**config.mk**
```make
export PLATFORM = sky130hd
export DESIGN_NAME = sps_select
export DESIGN_NICKNAME = d
export VERILOG_FILES = /design/src/hw/rtl/sps_pkg.sv /design/src/hw/rtl/sps_select.sv
export SDC_FILE = /design/constraint.sdc
export NUM_CORES = 1
export LEC_CHECK = 0
export ABC_AREA = 1
export BUFFER_PORTS_ARGS = -buffer_cell sky130_fd_sc_hd__buf_2
export CORE_MARGIN = 2
export CORE_UTILIZATION = 50
export CTS_CLUSTER_SIZE = 14
export DETAILED_ROUTE_END_ITERATION = 8
export PLACE_DENSITY = 0.71
export SKIP_CTS_REPAIR_TIMING = 1
export SLEW_MARGIN = 20
export SYNTH_ARGS = -nofsm -noshare
export SYNTH_HDL_FRONTEND = slang
export SYNTH_SLANG_ARGS = --single-unit
```
**constraint.sdc**
```tcl
create_clock -name clk -period 17.15 [get_ports clk]
set_input_delay 5.145 -clock clk [delete_from_list [all_inputs] [get_ports clk]]
set_output_delay 5.145 -clock clk [all_outputs]
set_load 0.02 [all_outputs]
```
**src/hw/rtl/sps_pkg.sv**
```systemverilog
`timescale 1ns / 1ps
// Shared types, constants and helper functions of the shift-patch mode selector.
// No dependencies; every other file of the block but sps_ram imports this package.
package sps_pkg;

    localparam int MAX_WIDTH   = 256;
    localparam int MAX_HEIGHT  = 256;
    localparam int FRAME_DEPTH = MAX_WIDTH * MAX_HEIGHT;
    localparam int NUM_SHIFTS  = 13;
    localparam int WIN_ROWS    = 5;
    localparam int WIN_COLS    = 5;

    localparam int PX_W   = 8;
    localparam int CFG_W  = 9;
    localparam int XW     = $clog2(MAX_WIDTH);
    localparam int YW     = $clog2(MAX_HEIGHT);
    localparam int POS_W  = $clog2(MAX_WIDTH * MAX_HEIGHT);
    localparam int RD_W   = POS_W + 1;
    localparam int CNT_W  = 17;
    localparam int COST_W = 20;
    localparam int OUT_W  = 17;
    localparam int K_W    = $clog2(NUM_SHIFTS);
    localparam int IDX_W  = 1;

    localparam logic [IDX_W-1:0] REG_FRAME_WIDTH  = 1'b0;
    localparam logic [IDX_W-1:0] REG_FRAME_HEIGHT = 1'b1;

    localparam int NEW_SHIFT_OVERHEAD = 5;
    localparam int CONT_OVERHEAD      = 1;

    // Candidate order: (0,0),(1,0),(-1,0),(0,1),(0,-1),(1,1),(1,-1),(-1,1),(-1,-1),
    // (2,0),(-2,0),(0,2),(0,-2).
    localparam int SHIFT_DX_I [NUM_SHIFTS] = '{0, 1, -1, 0, 0, 1, 1, -1, -1, 2, -2, 0, 0};
    localparam int SHIFT_DY_I [NUM_SHIFTS] = '{0, 0, 0, 1, -1, 1, -1, 1, -1, 0, 0, 2, -2};

    typedef enum logic [1:0] {
        MODE_RAW   = 2'd0,
        MODE_SHIFT = 2'd1,
        MODE_CONT  = 2'd2
    } mode_t;

    typedef enum logic [1:0] {
        SEL_IDLE,
        SEL_SWEEP,
        SEL_DONE
    } sel_state_t;

    // Context of one pixel as it reaches the compare stage.
    typedef struct packed {
        logic              valid;
        logic              hp;
        logic [PX_W-1:0]   px;
        logic [XW-1:0]     x;
        logic [YW-1:0]     y;
        logic [POS_W-1:0]  pos;
        logic [XW-1:0]     wm1;
        logic [YW-1:0]     hm1;
    } pix_ctx_t;

    typedef struct packed {
        logic [COST_W-1:0] cost;
        logic [CNT_W-1:0]  count;
    } cand_tot_t;

    typedef struct packed {
        mode_t             mode;
        logic signed [2:0] sx;
        logic signed [2:0] sy;
        logic [OUT_W-1:0]  bytes;
        logic [CNT_W-1:0]  count;
    } frame_res_t;

    // Length in bytes of a 7-bit-group varint; values stay below 2**21.
    function automatic logic [1:0] varint_len(input logic [CNT_W-1:0] v);
        logic [1:0] n;
        if (v < CNT_W'(128))
            n = 2'd1;
        else if (v < CNT_W'(16384))
            n = 2'd2;
        else
            n = 2'd3;
        return n;
    endfunction

endpackage

```
**src/hw/rtl/sps_select.sv**
```systemverilog
`timescale 1ns / 1ps
// Frame-end mode decision: sweeps the 13 candidate totals, one per cycle.
// Depends on sps_pkg; keeps the last-sent-shift history.
module sps_select (
    input  logic                        clk,
    input  logic                        rst_n,
    input  logic                        start,
    input  logic                        hp,
    input  logic [sps_pkg::OUT_W-1:0]   raw_cost,
    input  sps_pkg::cand_tot_t          tots [sps_pkg::NUM_SHIFTS],
    input  logic                        out_free,
    input  logic                        clear_hist,
    output logic                        busy,
    output logic                        res_valid,
    output sps_pkg::frame_res_t         res
);
    import sps_pkg::*;

    sel_state_t state_reg, state_next;

    cand_tot_t         snap_reg [NUM_SHIFTS];
    logic              hp_reg;
    logic [K_W-1:0]    k_reg;
    logic [COST_W-1:0] best_cost_reg;
    mode_t             best_mode_reg;
    logic signed [2:0] best_x_reg, best_y_reg;
    logic [CNT_W-1:0]  best_cnt_reg;
    logic              shv_reg;
    logic signed [2:0] lx_reg, ly_reg;

    logic signed [2:0] kdx, kdy;
    logic              cont;
    logic [COST_W-1:0] c;
    logic              upd;

    always_comb
    begin
        kdx  = 3'(SHIFT_DX_I[k_reg]);
        kdy  = 3'(SHIFT_DY_I[k_reg]);
        cont = shv_reg && (kdx == lx_reg) && (kdy == ly_reg);
        c    = COST_W'(cont ? CONT_OVERHEAD : NEW_SHIFT_OVERHEAD)
             + COST_W'(varint_len(snap_reg[k_reg].count)) + snap_reg[k_reg].cost;
        upd  = hp_reg && (c < best_cost_reg);
    end

    always_ff @(posedge clk or negedge rst_n)
    begin
        if (!rst_n)
        begin
            state_reg <= SEL_IDLE;
        end
        else
        begin
            state_reg <= state_next;
        end
    end

    always_comb
    begin
        state_next = state_reg;
        res_valid  = 1'b0;
        case (state_reg)
            SEL_IDLE:
            begin
                if (start)
                begin
                    state_next = SEL_SWEEP;
                end
            end
            SEL_SWEEP:
            begin
                if (k_reg == K_W'(NUM_SHIFTS - 1))
                begin
                    state_next = SEL_DONE;
                end
            end
            SEL_DONE:
            begin
                if (out_free)
                begin
                    res_valid  = 1'b1;
                    state_next = SEL_IDLE;
                end
            end
            default:
            begin
                state_next = SEL_IDLE;
            end
        endcase
    end

    assign busy = (state_reg != SEL_IDLE);

    always_ff @(posedge clk)
    begin
        if (start && state_reg == SEL_IDLE)
        begin
            snap_reg      <= tots;
            hp_reg        <= hp;
            k_reg         <= '0;
            best_cost_reg <= COST_W'(raw_cost);
            best_mode_reg <= MODE_RAW;
            best_x_reg    <= '0;
            best_y_reg    <= '0;
            best_cnt_reg  <= '0;
        end
        else if (state_reg == SEL_SWEEP)
        begin
            k_reg <= k_reg + K_W'(1);
            if (upd)
            begin
                best_cost_reg <= c;
                best_mode_reg <= cont ? MODE_CONT : MODE_SHIFT;
                best_x_reg    <= kdx;
                best_y_reg    <= kdy;
                best_cnt_reg  <= snap_reg[k_reg].count;
            end
        end
    end

    always_ff @(posedge clk or negedge rst_n)
    begin
        if (!rst_n)
        begin
            shv_reg <= 1'b0;
            lx_reg  <= '0;
            ly_reg  <= '0;
        end
        else if (clear_hist)
        begin
            shv_reg <= 1'b0;
        end
        else if (res_valid)
        begin
            case (best_mode_reg)
                MODE_RAW:
                begin
                    shv_reg <= 1'b0;
                end
                MODE_SHIFT:
                begin
                    shv_reg <= 1'b1;
                    lx_reg  <= best_x_reg;
                    ly_reg  <= best_y_reg;
                end
                default:
                begin
                    shv_reg <= shv_reg;
                end
            endcase
        end
    end

    always_comb
    begin
        res.mode  = best_mode_reg;
        res.sx    = best_x_reg;
        res.sy    = best_y_reg;
        res.bytes = best_cost_reg[OUT_W-1:0];
        res.count = best_cnt_reg;
    end

endmodule

```
Yosys cells after proc, flatten, opt, wreduce, memory -nomap -nowiden
Memories as Yosys holds them, arrays and structs flattened.
Index checks and enable logic that the tools add are counted.
- word-level logic and storage cells: 97
- register bits after elaboration: 540
- memories kept: 2
- input bits: 504
- ROM bits: 1024
- bitwise operators: 2
- reduce and logical (&&, ||, !) cells: 16
- order comparisons: 4
- equality and inequality tests: 9
- add/subtract/negate cells: 3
- multiplexer cells: 23
- memory list (name ; depth ; bits a word ; rd ports ; clocked after Yosys merged registers in ; write ports ; line ; RTL):
    (name not given) ; 16 ; 32 ; 1 ; 0 ; 0 ; sps_select.sv:39 ; kdy = 3'(SHIFT_DY_I[k_reg]);
    (name not given) ; 16 ; 32 ; 1 ; 0 ; 0 ; sps_select.sv:38 ; kdx = 3'(SHIFT_DX_I[k_reg]);
- operators with widths (operator ; number):
    $bmux 37 s4 ; 1
    $mux 37 ; 2
    $mux 17 ; 3
    $add 4x20->20 ; 1
    $lt 20x20->1 ; 1
    $lt 17x15->1 const B ; 1
    $lt 17x8->1 const B ; 1
    $mux 3 ; 5
    $mux 2 ; 5
    $reduce_bool 2->1 ; 4
    $eq 3x3->1 ; 2
    $ne 2x2->1 const B ; 3
    $pmux 2 s3 ; 1
    $reduce_and 2->1 ; 3
    $reduce_and 3->1 ; 2
    $ge 5x5->1 const B ; 1
    $mux 1 ; 5
    $not 4->5 ; 1
    $add 3x2->4 ; 1
    $add 4x1->4 const B ; 1
    $eq 2x1->1 const B ; 2
    $eq 4x4->1 const B ; 1
    $logic_and 1x1->1 ; 4
    $logic_not 2->1 ; 2
    4 further kinds ; 4

Logic depth before layout (Yosys ltp)
Gate-level depths: netlist of run 1.
- depth after elaboration: 15
- mapped depth: 37

Worst setup path after synthesis of run 1
No wires, ideal clock.
- kind: input port to flip-flop
- start: input start
- end: register hp_reg, enable pin
- library setup time: 1033 ps
- slack: -2400 ps
- stages: 3
- arrival: 18517 ps
- path through: nand2_1 inv_1 buf_1
- longest elaborated chain between the ends: 1
- RTL lines (what ; line ; RTL):
    start: declaration ; sps_select.sv:7 ; input logic start,
    $logic_and 1x1->1 ; sps_select.sv:96 ; if (start && state_reg == SEL_IDLE)
    end signal: assignment ; sps_select.sv:99 ; hp_reg <= hp;
    end: declaration ; sps_select.sv:22 ; logic hp_reg;
No other way between the ends.
A chain may end at the register's enable or synchronous reset.

Worst setup path in the final report of run 1
- start: input out_free
- end: output res_valid
- longest elaborated chain between the ends: 2
- RTL lines (what ; line ; RTL):
    start: declaration ; sps_select.sv:11 ; input logic out_free,
    $mux 1 ; sps_select.sv:79 ; if (out_free)
    $mux 1 ; sps_select.sv:62 ; case (state_reg)
    end: declaration ; sps_select.sv:14 ; output logic res_valid,
No other way between the ends.

==> summary.md, run 1 <==
| Metric | Value |
|---|---|
| Initial antenna violation count | 28 |
| H-tree level count | 2 |
| Synth Net Count | 2529 |
| Post-DRT Antenna Nets | 0 |
| Arrival time at the worst endpoint | 5550 ps |
| Row Count | a little under 80 |
| Clock Skews | ~24 ps |
| RSZ-0062 raised after global routing | no |
| Clk buf depth | 3 |
| Syn Area/Cell | between 10 and 15 µm² |
| Setup crit start kind | input pin |
| CP bufs+invs | 3 |
| PwrDens | between 150 and 200 nW/µm² |
| Post-Syn Area | 22870 µm² |
| Worst VDD drop | 0.1070 mV |
| Largest net degree at the start of global routing | slightly below 200 |
| Drt pass-1 iters | 5 |
| Clk root buf | clkbuf_16 |
| Slew Limit Headroom | about 18% |
| Post-route non-filler standard cell count | 3156 |
| LEAKAGE | 11.19 nW |
| Clock transition at the registers of the reported paths | roughly 60 ps |
| Sequential share of the synthesized area | between 60% and 70% |
| Place WS | ~6500 ps |
| Clk_lat worst skew | slightly above 600 ps |
| Hold Path Class | flop to flop |
| Top cells by area, synth | edfxtp_1 66%, nand2_1 6.2%, o21ai_0 3.8% |
| Most frequent cell after synthesis | edfxtp_1 |
| Hpwl dp | ~45000 µm |
| Max Freq | 0.09350 GHz |
| Worst Reg2Reg Path Length in Cells | 32 |
| R2r setup slk | 8530 ps |
| Via Count | about 17000 |
| Crit-path max FO | 2 |
| # IOs | ~550 |
| Crit path to | res_valid |
| Cells along the critical path | buf_2, nand3_1, inv_1, buf_2 |
| Drt drc | 0 |
| Number of global-route vias before repair | between 15000 and 20000 |
| CP peak stage delay | 160 ps |
| Final setup TNS | 0 ps |
| Status | finished, final reports clean |
| Remaining Overflow, GRT | 0 |
| Minimum clock period | between 10000 and 15000 ps |
| Drt wl/cell | about 21 µm |
| Post-Place Cell Area | between 20000 and 30000 µm² |
| Worst-margin pin slew | about 1200 ps |
| Die area | around 47000 µm² |
| Share of cells above drive strength 1 | a little over a quarter |
| WP data required | between 10000 and 15000 ps |
| Crit path from | out_free |
| Most instantiated cells after synthesis | 499 x edfxtp_1, 380 x nand2_1, 229 x nor2_1 |
| Post-Place Cells | a little over 3000 |
| Largest area contributor in the netlist | edfxtp_1 |
| Synth-to-Final Area Change | 20.65% |
| Vias/cell | about 5.5 |
| Initial Util | between 50% and 60% |
| Primary FF master, synth | edfxtp_1 |
| Fin. Hold Viols | 0 |
| Share of the synthesized area in the top cell type | about two thirds |
| CP max stage cell | buf_2 |
| CP Depth | 4 |
| Gpl congestion | 0.8855 |
| CTS tree | yes |
| Util after Layout | roughly three fifths |
| Nets | ~3000 |
| # setup viols final | 0 |
| Async set-reset flop share out of synthesis | 1.667% |
| Crit Reg-Reg Startpoint | k_reg[0] |
| Max FFs per register | 481 |
| Setup ws final | approximately 6500 ps |
| Final instance area | about 28000 µm² |
| RR Endpoint | best_cost_reg[6] |
| Tcrit/Tclk final | between 60 and 70% |
| # clock sinks | 540 |
| Final WL | 67040 µm |
| Max_cap viols | 0 |
| First-pass GRT wire length | 99100 µm |
| DRT iter0 DRCs | between 1500 and 2000 |
| Core ar. | about 45000 µm² |
| Max Slew Vio Count | 0 |
| Gr usage total | 27.62% |
| Largest delay share family, worst path | buffers and inverters |
| Crit path capture type | primary output |
| PortBufs | roughly 550 |
| WS Path Type | input pin to primary output |
| Most frequent CP cell | buf_2 |
| Cells after synthesis | about 2000 |
| Post-synth EDFFs | approximately 500 |
| Post-synthesis register bit count | 540 |
| Inserted Clock Buffers | 55 |
| Die width | around 220 µm |
| Die H | approximately 220 µm |
| Ys Warns | 0 |
| Yosys cell types | between 40 and 50 |
[cells in the final DEF, fill, tap and decap left out, types with 3 or more instances in the layout]
master,count
a21oi_1,61
and2_1,4
buf_2,547
buf_4,13
clkbuf_1,17
clkbuf_16,56
clkinv_1,17
clkinv_2,5
dfrtp_1,9
dfxtp_1,29
dfxtp_4,3
diode_2,26
edfxtp_1,499
ha_1,28
inv_1,126
inv_2,4
mux2_2,4
nand2_1,379
nand2_2,9
nand3_1,150
nand4_1,7
nor2_1,228
nor2_2,4
o211ai_1,19
o21ai_0,173
o21ai_1,21
o21bai_1,4
o221ai_1,27
o22ai_1,33
o31ai_1,7
xnor2_1,4
xor2_1,9
[worst min-delay path, cell delays in order, from the launching register on]
cell and delay (ps):
dfxtp_1 310, nand3_1 70, nand2_1 40
[kinds of logic (layout without fill, tap and decap cells)]
| family | after synthesis | after routing | synth area share, % |
|---|---|---|---|
| AND/OR/NAND/NOR | 791 | 791 | 14.31 |
| flip-flops | 540 | 540 | 69.30 |
| AO/OA/AOI/OAI | 355 | 355 | 8.857 |
| buffers and inverters | 264 | 798 | 5.224 |
| adder cells (fa/ha/maj) | 29 | 29 | 1.619 |
| XOR/XNOR | 13 | 13 | 0.4978 |
| multiplexers | 4 | 4 | 0.1969 |
| other | 0 | 26 | 0 |
[report_power, final]
| part | total, mW | internal (mW) | switching [mW] | leakage (nW) |
|---|---|---|---|---|
| logic | 1.98 | 0.581 | 1.40 | 5.39 |
| clock network | 1.14 | 0.636 | 0.503 | 0.815 |
| registers | 1.87 | 1.75 | 0.123 | 4.99 |
[through the flow]
stage / hold slack [ps] / total power [mW]
after detailed placement: 457.8 / 3.865
after floorplan: 450.0 / 3.321
after CTS: 465.1 / 5.006
final: 462.5 / 4.988
after global placement: 451.2 / 3.810
after global routing: 484.6 / 5.307
[metal layers]
layer	up-vias	GRT usage [%]	wire (µm)
met1	8384	34.96	25940
met4	14	11.22	2184
met5	-	0	92
li1	7987	-	-
met3	154	5.955	5811
met2	835	46.29	33010
[worst min-delay path by stage]
stage / from / end / slack [ps] / cells after the start
6_report: best_cnt_reg[5] / best_cnt_reg[5] / 460 / 2
2_1_floorplan: best_cost_reg[17] / best_cost_reg[17] / 450 / 2
5_1_grt: best_cnt_reg[12] / best_cnt_reg[12] / 480 / 2
3_3_place_gp: best_cnt_reg[5] / best_cnt_reg[5] / 450 / 2
3_5_place_dp: best_cnt_reg[6] / best_cnt_reg[6] / 460 / 2
4_1_cts: best_cnt_reg[5] / best_cnt_reg[5] / 470 / 2
[cell type report]
type,count,area [µm²]
diodes,26,65.06
fillers,3617,17690
repair buffers,562,2867
clock buffers,74,1479
well taps,600,750.7
clock inverters,29,222.7
multi-input cells,1192,5837
inverters,133,513.0
flip-flops and latches,540,15860
No activity file was read; power rests on OpenSTA's default activity.
==> inputs of run 2 (changes only) <==
==> constraint.sdc (replaced) <==
create_clock -name clk -period 10.7 [get_ports clk]
set_input_delay 3.21 -clock clk [delete_from_list [all_inputs] [get_ports clk]]
set_output_delay 3.21 -clock clk [all_outputs]
set_load 0.02 [all_outputs]
==> run 2 against run 1 <==
Compared with the run above: register-to-register slack worse by 5500 ps; cell count is 0.44% higher; die area stayed put; hold slack hardly changed; flip-flop and latch count stayed put; global-route usage is 0.24 points higher; clock-buffer cell count stayed put; power is 63% higher; sequential share of layout area is 0.37 points lower; clock power is 72% higher; utilization is 0.39 points higher; via count is 0.77% lower.
==> summary.md, run 2 (synthesis gave the netlist of run 1 again) <==
| Metric | Value |
|---|---|
| DR top layer | met5 (unchanged) |
| Vias/cell | 5.439 (was 5.505) |
| Clk_lat worst skew | 610 ps (about the same) |
| Arrival time at the worst endpoint | 7790 ps (was 5550 ps) |
| Synth-to-Final Area Change | 21.42% (was 20.65%) |
| # clock sinks | 540 (unchanged) |
| Clk buf depth | 3 (unchanged) |
| Met1 WL | 26350 µm (was 25940 µm) |
| Minimum clock period | between 7000 and 8000 ps |
| PwrDens | 292.0 nW/µm² (was 180.7 nW/µm²) |
| Gr usage total | 27.86% (was 27.62%) |
| CTS tree | yes (unchanged) |
| Final-layout fill cell count | 3602 (was 3617) |
| Final WL | 67680 µm (was 67040 µm) |
| # IOs | 548 (unchanged) |
| Max Slew Vio Count | 0 (unchanged) |
| Setup crit start kind | flop (was input pin) |
| Most frequent CP cell | nand2_1 (was buf_2) |
| Min-Delay Path Depth | 2 (unchanged) |
| Die area | 47470 µm² (unchanged) |
| FF+latch area | 15860 µm² (unchanged) |
| Hpwl dp | 46470 µm (was 45370 µm) |
| Gpl congestion | 0.9102 (was 0.8855) |
| Crit Reg-Reg Startpoint | k_reg[1] (was k_reg[0]) |
| Largest net degree at the start of global routing | 143 (was 199) |
| Worst-margin pin slew | 1085 ps (was 1223 ps) |
| Crit path capture type | flop (was primary output) |
| Drt drc | 0 (unchanged) |
| Final instance area | 27770 µm² (was 27600 µm²) |
| Status | finished, final reports clean (unchanged) |
| WS Path Type | flop to flop (was input pin to primary output) |
| Clk root buf | clkbuf_16 (unchanged) |
| Most common cell after layout, fill and taps aside | buf_2 (unchanged) |
| Max_cap viols | 0 (unchanged) |
| Remaining Overflow, GRT | 0 (unchanged) |
| Max FFs per register | 481 (unchanged) |
| Tcrit/Tclk final | slightly above 70% |
| Final setup TNS | 0 ps (unchanged) |
| Met3 WL | 5570 µm (was 5811 µm) |
| Die H | 217.9 µm (unchanged) |
| Design Power | 8.110 mW (was 4.988 mW) |
| Drt pass-1 iters | 5 (unchanged) |
| DRT iter0 DRCs | 1851 (was 1674) |
| Row Count | 78 (unchanged) |
| WP data required | 10840 ps (was 12000 ps) |
| Multi-input logic area | 5832 µm² (was 5837 µm²) |
| LEAKAGE | 11.28 nW (was 11.19 nW) |
| Inserted Clock Buffers | 57 (was 55) |
| Via Count | 17240 (was 17370) |
| Core ar. | 45280 µm² (unchanged) |
| Worst VDD drop | 0.1706 mV (was 0.1070 mV) |
| # setup viols final | 0 (unchanged) |
| Crit path from | k_reg[1] (was out_free) |
| Hold Path Class | flop to flop (unchanged) |
| Post-DRT Antenna Nets | 0 (unchanged) |
| Worst Reg2Reg Path Length in Cells | 32 (unchanged) |
| Slew Limit Headroom | 27.64% (was 18.44%) |
| Clock Skews | 23.64 ps (was 23.80 ps) |
| Hold Startpoint | best_cnt_reg[5] (unchanged) |
| Initial Util | 50.51% (unchanged) |
| Initial antenna violation count | 31 (was 28) |
| Fin. Hold Viols | 0 (unchanged) |
| PortBufs | 547 (unchanged) |
| First-pass GRT wire length | 99240 µm (was 99100 µm) |
| Clock transition at the registers of the reported paths | 60 ps (about the same) |
| Nets | 3020 (was 3017) |
| Met2 routed WL | 33440 µm (was 33010 µm) |
| H-tree level count | 2 (unchanged) |
| Number of global-route vias before repair | 17010 (was 16870) |
| Max Freq | 0.1308 GHz |
| Commonest cells after routing, fill and taps aside | 547 x buf_2, 499 x edfxtp_1, 379 x nand2_1 (unchanged) |
| CP max stage cell | nand2_1 (was buf_2) |
| Crit-path max FO | 89 (was 2) |
| RSZ-0062 raised after global routing | no (unchanged) |
| Drt wl/cell | 21.35 µm (was 21.24 µm) |
| Share of cells above drive strength 1 | 26.57% (was 26.21%) |
| Post-Place Cell Area | 25830 µm² (was 25820 µm²) |
| CP peak stage delay | 800 ps (was 160 ps) |
| Die width | 217.9 µm (unchanged) |
run 2: changes by cell type in the layout (fill, tap and decap cells not counted), sizes merged:
cell	delta
buf	+1
bufinv	+4
clkinv	-2
clkinvlp	-1
diode	+11
inv	+1
run 2: path summary, 6_finish.rpt:
path                                          to  slack [ps]
worst max-delay path            best_cost_reg[5]        3060
worst min-delay path             best_cnt_reg[5]         460
worst max register to register  best_cost_reg[5]        3060
worst min register to register   best_cnt_reg[5]         460
max in group asynchronous              ly_reg[0]        8070
min in group asynchronous           state_reg[1]        2440
run 2: area by class of cell:
class | instances | area share [%]
Antenna cell | 37 | 0.3334
Timing Repair Buffer | 563 | 10.35
Sequential cell | 540 | 57.11
Clock buffer | 74 | 5.478
Multi-Input combinational cell | 1192 | 21.00
Tap cell | 600 | 2.703
Inverter | 133 | 1.847
Clock inverter | 31 | 1.176
run 2: power by group:
| group | total [mW] | internal [mW] | switching (mW) | leakage (nW) |
|---|---|---|---|---|
| Clock | 1.96 | 1.15 | 0.814 | 0.900 |
| Sequential | 3.01 | 2.80 | 0.210 | 4.99 |
| Combinational | 3.14 | 0.931 | 2.21 | 5.39 |
| Total | 8.11 | 4.88 | 3.23 | 11.3 |
run 2: worst max-delay path, delay by kind of cell, from the launching register on:
kind	cells	cell delay (ps)
AOI/OAI and AO/OA	4	740
adders and majority gates	2	630
buffers and inverters	7	2250
DFF	1	730
and+or+nand+nor	19	2700
run 2: metrics by stage:
step,setup WS (ps),utilization [%],cells,hold slack [ps]
global placement,3248,57.03,3028,452.9
floorplan,210.5,-,1996,450.0
detailed placement,3090,57.03,3028,454.3
global route,2214,61.24,3154,492.8
CTS,3037,61.12,3133,462.2
finish,3055,61.33,3170,462.7
run 2: routing by layer:
| layer | up-vias | GRT usage [%] |
|---|---|---|
| li1 | 8015 | - |
| met1 | 8262 | 35.29 |
| met2 | 803 | 46.68 |
| met3 | 149 | 5.760 |
| met4 | 12 | 11.77 |
| met5 | - | 0 |
==> inputs of run 3 (changes only) <==
--- a/config.mk
+++ b/config.mk
@@ -8,10 +8,10 @@
 export ABC_AREA = 1
 export BUFFER_PORTS_ARGS = -buffer_cell sky130_fd_sc_hd__buf_2
 export CORE_MARGIN = 2
-export CORE_UTILIZATION = 50
+export CORE_UTILIZATION = 49
 export CTS_CLUSTER_SIZE = 14
 export DETAILED_ROUTE_END_ITERATION = 8
-export PLACE_DENSITY = 0.71
+export PLACE_DENSITY = 0.73
 export SKIP_CTS_REPAIR_TIMING = 1
 export SLEW_MARGIN = 20
 export SYNTH_ARGS = -nofsm -noshare
==> constraint.sdc (replaced) <==
create_clock -name clk -period 6.64 [get_ports clk]
set_input_delay 1.992 -clock clk [delete_from_list [all_inputs] [get_ports clk]]
set_output_delay 1.992 -clock clk [all_outputs]
set_load 0.02 [all_outputs]
==> run 3 against run 2 <==
Compared with the run above: clock skew grew 13 ps; worst setup slack lost 2100 ps; cell count grew 0.60%; combinational power grew 65%; maximum frequency grew 35%; die area grew 2.0%; sequential share of layout area shrank 0.18 points; non-clock buffer count grew 8; clock power grew 58%; critical path type unchanged; critical endpoint is now best_y_reg[2]; largest cell class unchanged; highest routed layer unchanged.
==> summary.md, run 3 (synthesis gave the netlist of run 1 again) <==
| Metric | Value |
|---|---|
| Status | finished, final reports clean (unchanged) |
| # clock sinks | 540 (unchanged) |
| Minimum clock period | 5673 ps (was 7645 ps) |
| Setup crit start kind | flop (unchanged) |
| Max_cap viols | 0 (unchanged) |
| Clk_lat worst skew | 620 ps (was 610 ps) |
| Die area | 48420 µm² (was 47470 µm²) |
| Worst VDD drop | 0.4794 mV (was 0.1706 mV) |
| Vias/cell | 5.449 (was 5.439) |
| Max FFs per register | 481 (unchanged) |
| Util after Layout | 60.10% (was 61.33%) |
| Number of global-route vias before repair | 17060 (was 17010) |
| Core ar. | 46360 µm² (was 45280 µm²) |
| Arrival time at the worst endpoint | 6160 ps (was 7790 ps) |
| Final setup TNS | 0 ps (unchanged) |
| Final instance area | 27860 µm² (was 27770 µm²) |
| H-tree level count | 2 (unchanged) |
| Initial Util | 49.34% (was 50.51%) |
| Row Count | 79 (was 78) |
| WS Path Type | flop to flop (unchanged) |
| Post-Place Cell Area | 25950 µm² (was 25830 µm²) |
| First-pass GRT wire length | 98150 µm (was 99240 µm) |
| PortBufs | 547 (unchanged) |
| Crit-path max FO | 62 (was 89) |
| DRT iter0 DRCs | 1772 (was 1851) |
| Gpl congestion | 0.8642 (was 0.9102) |
| Clk buf depth | 3 (unchanged) |
| Design Power | 13.04 mW (was 8.110 mW) |
| Die H | 220.1 µm (was 217.9 µm) |
| Post-route non-filler standard cell count | 3189 (was 3170) |
| Setup ws final | 966.9 ps (was 3055 ps) |
| Place WS | 937.7 ps (was 3090 ps) |
| Inserted Clock Buffers | 56 (was 57) |
| Share of cells above drive strength 1 | 26.74% (was 26.57%) |
| # IOs | 548 (unchanged) |
| WHS | 461.2 ps (was 462.7 ps) |
| Hold Path Class | flop to flop (unchanged) |
| Die width | 220.1 µm (was 217.9 µm) |
| CTS tree | yes (unchanged) |
| Clock Skews | 36.56 ps (was 23.64 ps) |
| Post-DRT Antenna Nets | 0 (unchanged) |
| Slew Limit Headroom | 32.36% (was 27.64%) |
| Synth-to-Final Area Change | 21.81% (was 21.42%) |
| Remaining Overflow, GRT | 0 (unchanged) |
| Drt drc | 0 (unchanged) |
| Worst Reg2Reg Path Length in Cells | 26 (was 32) |
| Largest net degree at the start of global routing | 162 (was 143) |
| # setup viols final | 0 (unchanged) |
| Nets | 3027 (was 3020) |
| Most common cell after layout, fill and taps aside | buf_2 (unchanged) |
| Initial antenna violation count | 43 (was 31) |
| PwrDens | 468.2 nW/µm² (was 292.0 nW/µm²) |
| Tcrit/Tclk final | 85.44% (was 71.44%) |
| Commonest cells after routing, fill and taps aside | 547 x buf_2, 499 x edfxtp_1, 379 x nand2_1 (unchanged) |
| Crit path capture type | flop (unchanged) |
| Via Count | 17380 (was 17240) |
| Clk root buf | clkbuf_16 (unchanged) |
| Gr usage total | 27.16% (was 27.86%) |
| Drt pass-1 iters | 5 (unchanged) |
| Drt wl/cell | 21.23 µm (was 21.35 µm) |
| LEAKAGE | 11.31 nW (was 11.28 nW) |
| WP data required | 7130 ps (was 10840 ps) |
| Max Freq | 0.1763 GHz (was 0.1308 GHz) |
| Max Slew Vio Count | 0 (unchanged) |
| Worst-margin pin slew | 1015 ps (was 1085 ps) |
| Post-Place Cells | 3043 (was 3028) |
| Fin. Hold Viols | 0 (unchanged) |
| Final WL | 67720 µm (was 67680 µm) |
| Hpwl dp | 47280 µm (was 46470 µm) |
| RSZ-0062 raised after global routing | no (unchanged) |
| Clock transition at the registers of the reported paths | 60 ps (about the same) |
| Min-Delay Path Depth | 2 (unchanged) |
==> run 3: changes by cell type in the layout (fill, tap and decap cells not counted), sizes merged <==
cell / change
buf: +8
diode: +6
bufinv: -1
clkbuf: +3
inv: +1
clkinvlp: -1
clkinv: -4
==> run 3: layout make-up <==
class / count / area, µm²
Multi-Input combinational cell: 1192 / 5832
Clock buffer: 77 / 1510
Tap cell: 607 / 759.5
Sequential cell: 540 / 15860
Inverter: 133 / 514.2
Timing Repair Buffer: 571 / 2980
Clock inverter: 26 / 295.3
Antenna cell: 43 / 107.6
Fill cell: 3737 / 18500
==> run 3: worst max-delay path: stages (launching register included) <==
cell and delay [ps]:
dfxtp_4 530, buf_4 630, o21ai_0 210, o221ai_1 310
nand3_1 140, o31ai_1 130, nor2_1 70, nand2_1 110
o21a_1 220, ha_1 170, inv_1 60, fa_1 400
a21o_1 230, nand2_4 110, nor2_2 70, nand3_1 100
o21bai_1 90, and2_1 170, ha_1 260, nand4_1 140
nor2_1 170, nand4_1 110, nand4_1 130, nor2_2 50
inv_1 70, nand2_1 470, o21ai_0 370
==> run 3: worst paths after layout <==
path                                       from         endpoint  slack (ps)
worst max-delay path                   k_reg[1]    best_y_reg[2]         970
worst min-delay path            best_cnt_reg[0]  best_cnt_reg[0]         460
worst max register to register         k_reg[1]    best_y_reg[2]         970
worst min register to register  best_cnt_reg[0]  best_cnt_reg[0]         460
max in group asynchronous                 rst_n        ly_reg[2]        5200
min in group asynchronous                 rst_n        ly_reg[0]        1230
==> run 3: layer usage <==
layer	share of wire, %	global-route usage [%]
met1	39	33.91
met2	49	45.71
met3	8.1	5.894
met4	3.6	11.61
met5	0.16	0
==> run 3: report_power, final <==
| group | switching, mW | internal (mW) | total, mW |
|---|---|---|---|
| Clock | 1.31 | 1.79 | 3.09 |
| Sequential | 0.263 | 4.51 | 4.77 |
| Combinational | 3.63 | 1.55 | 5.18 |
| Total | 5.20 | 7.84 | 13.0 |
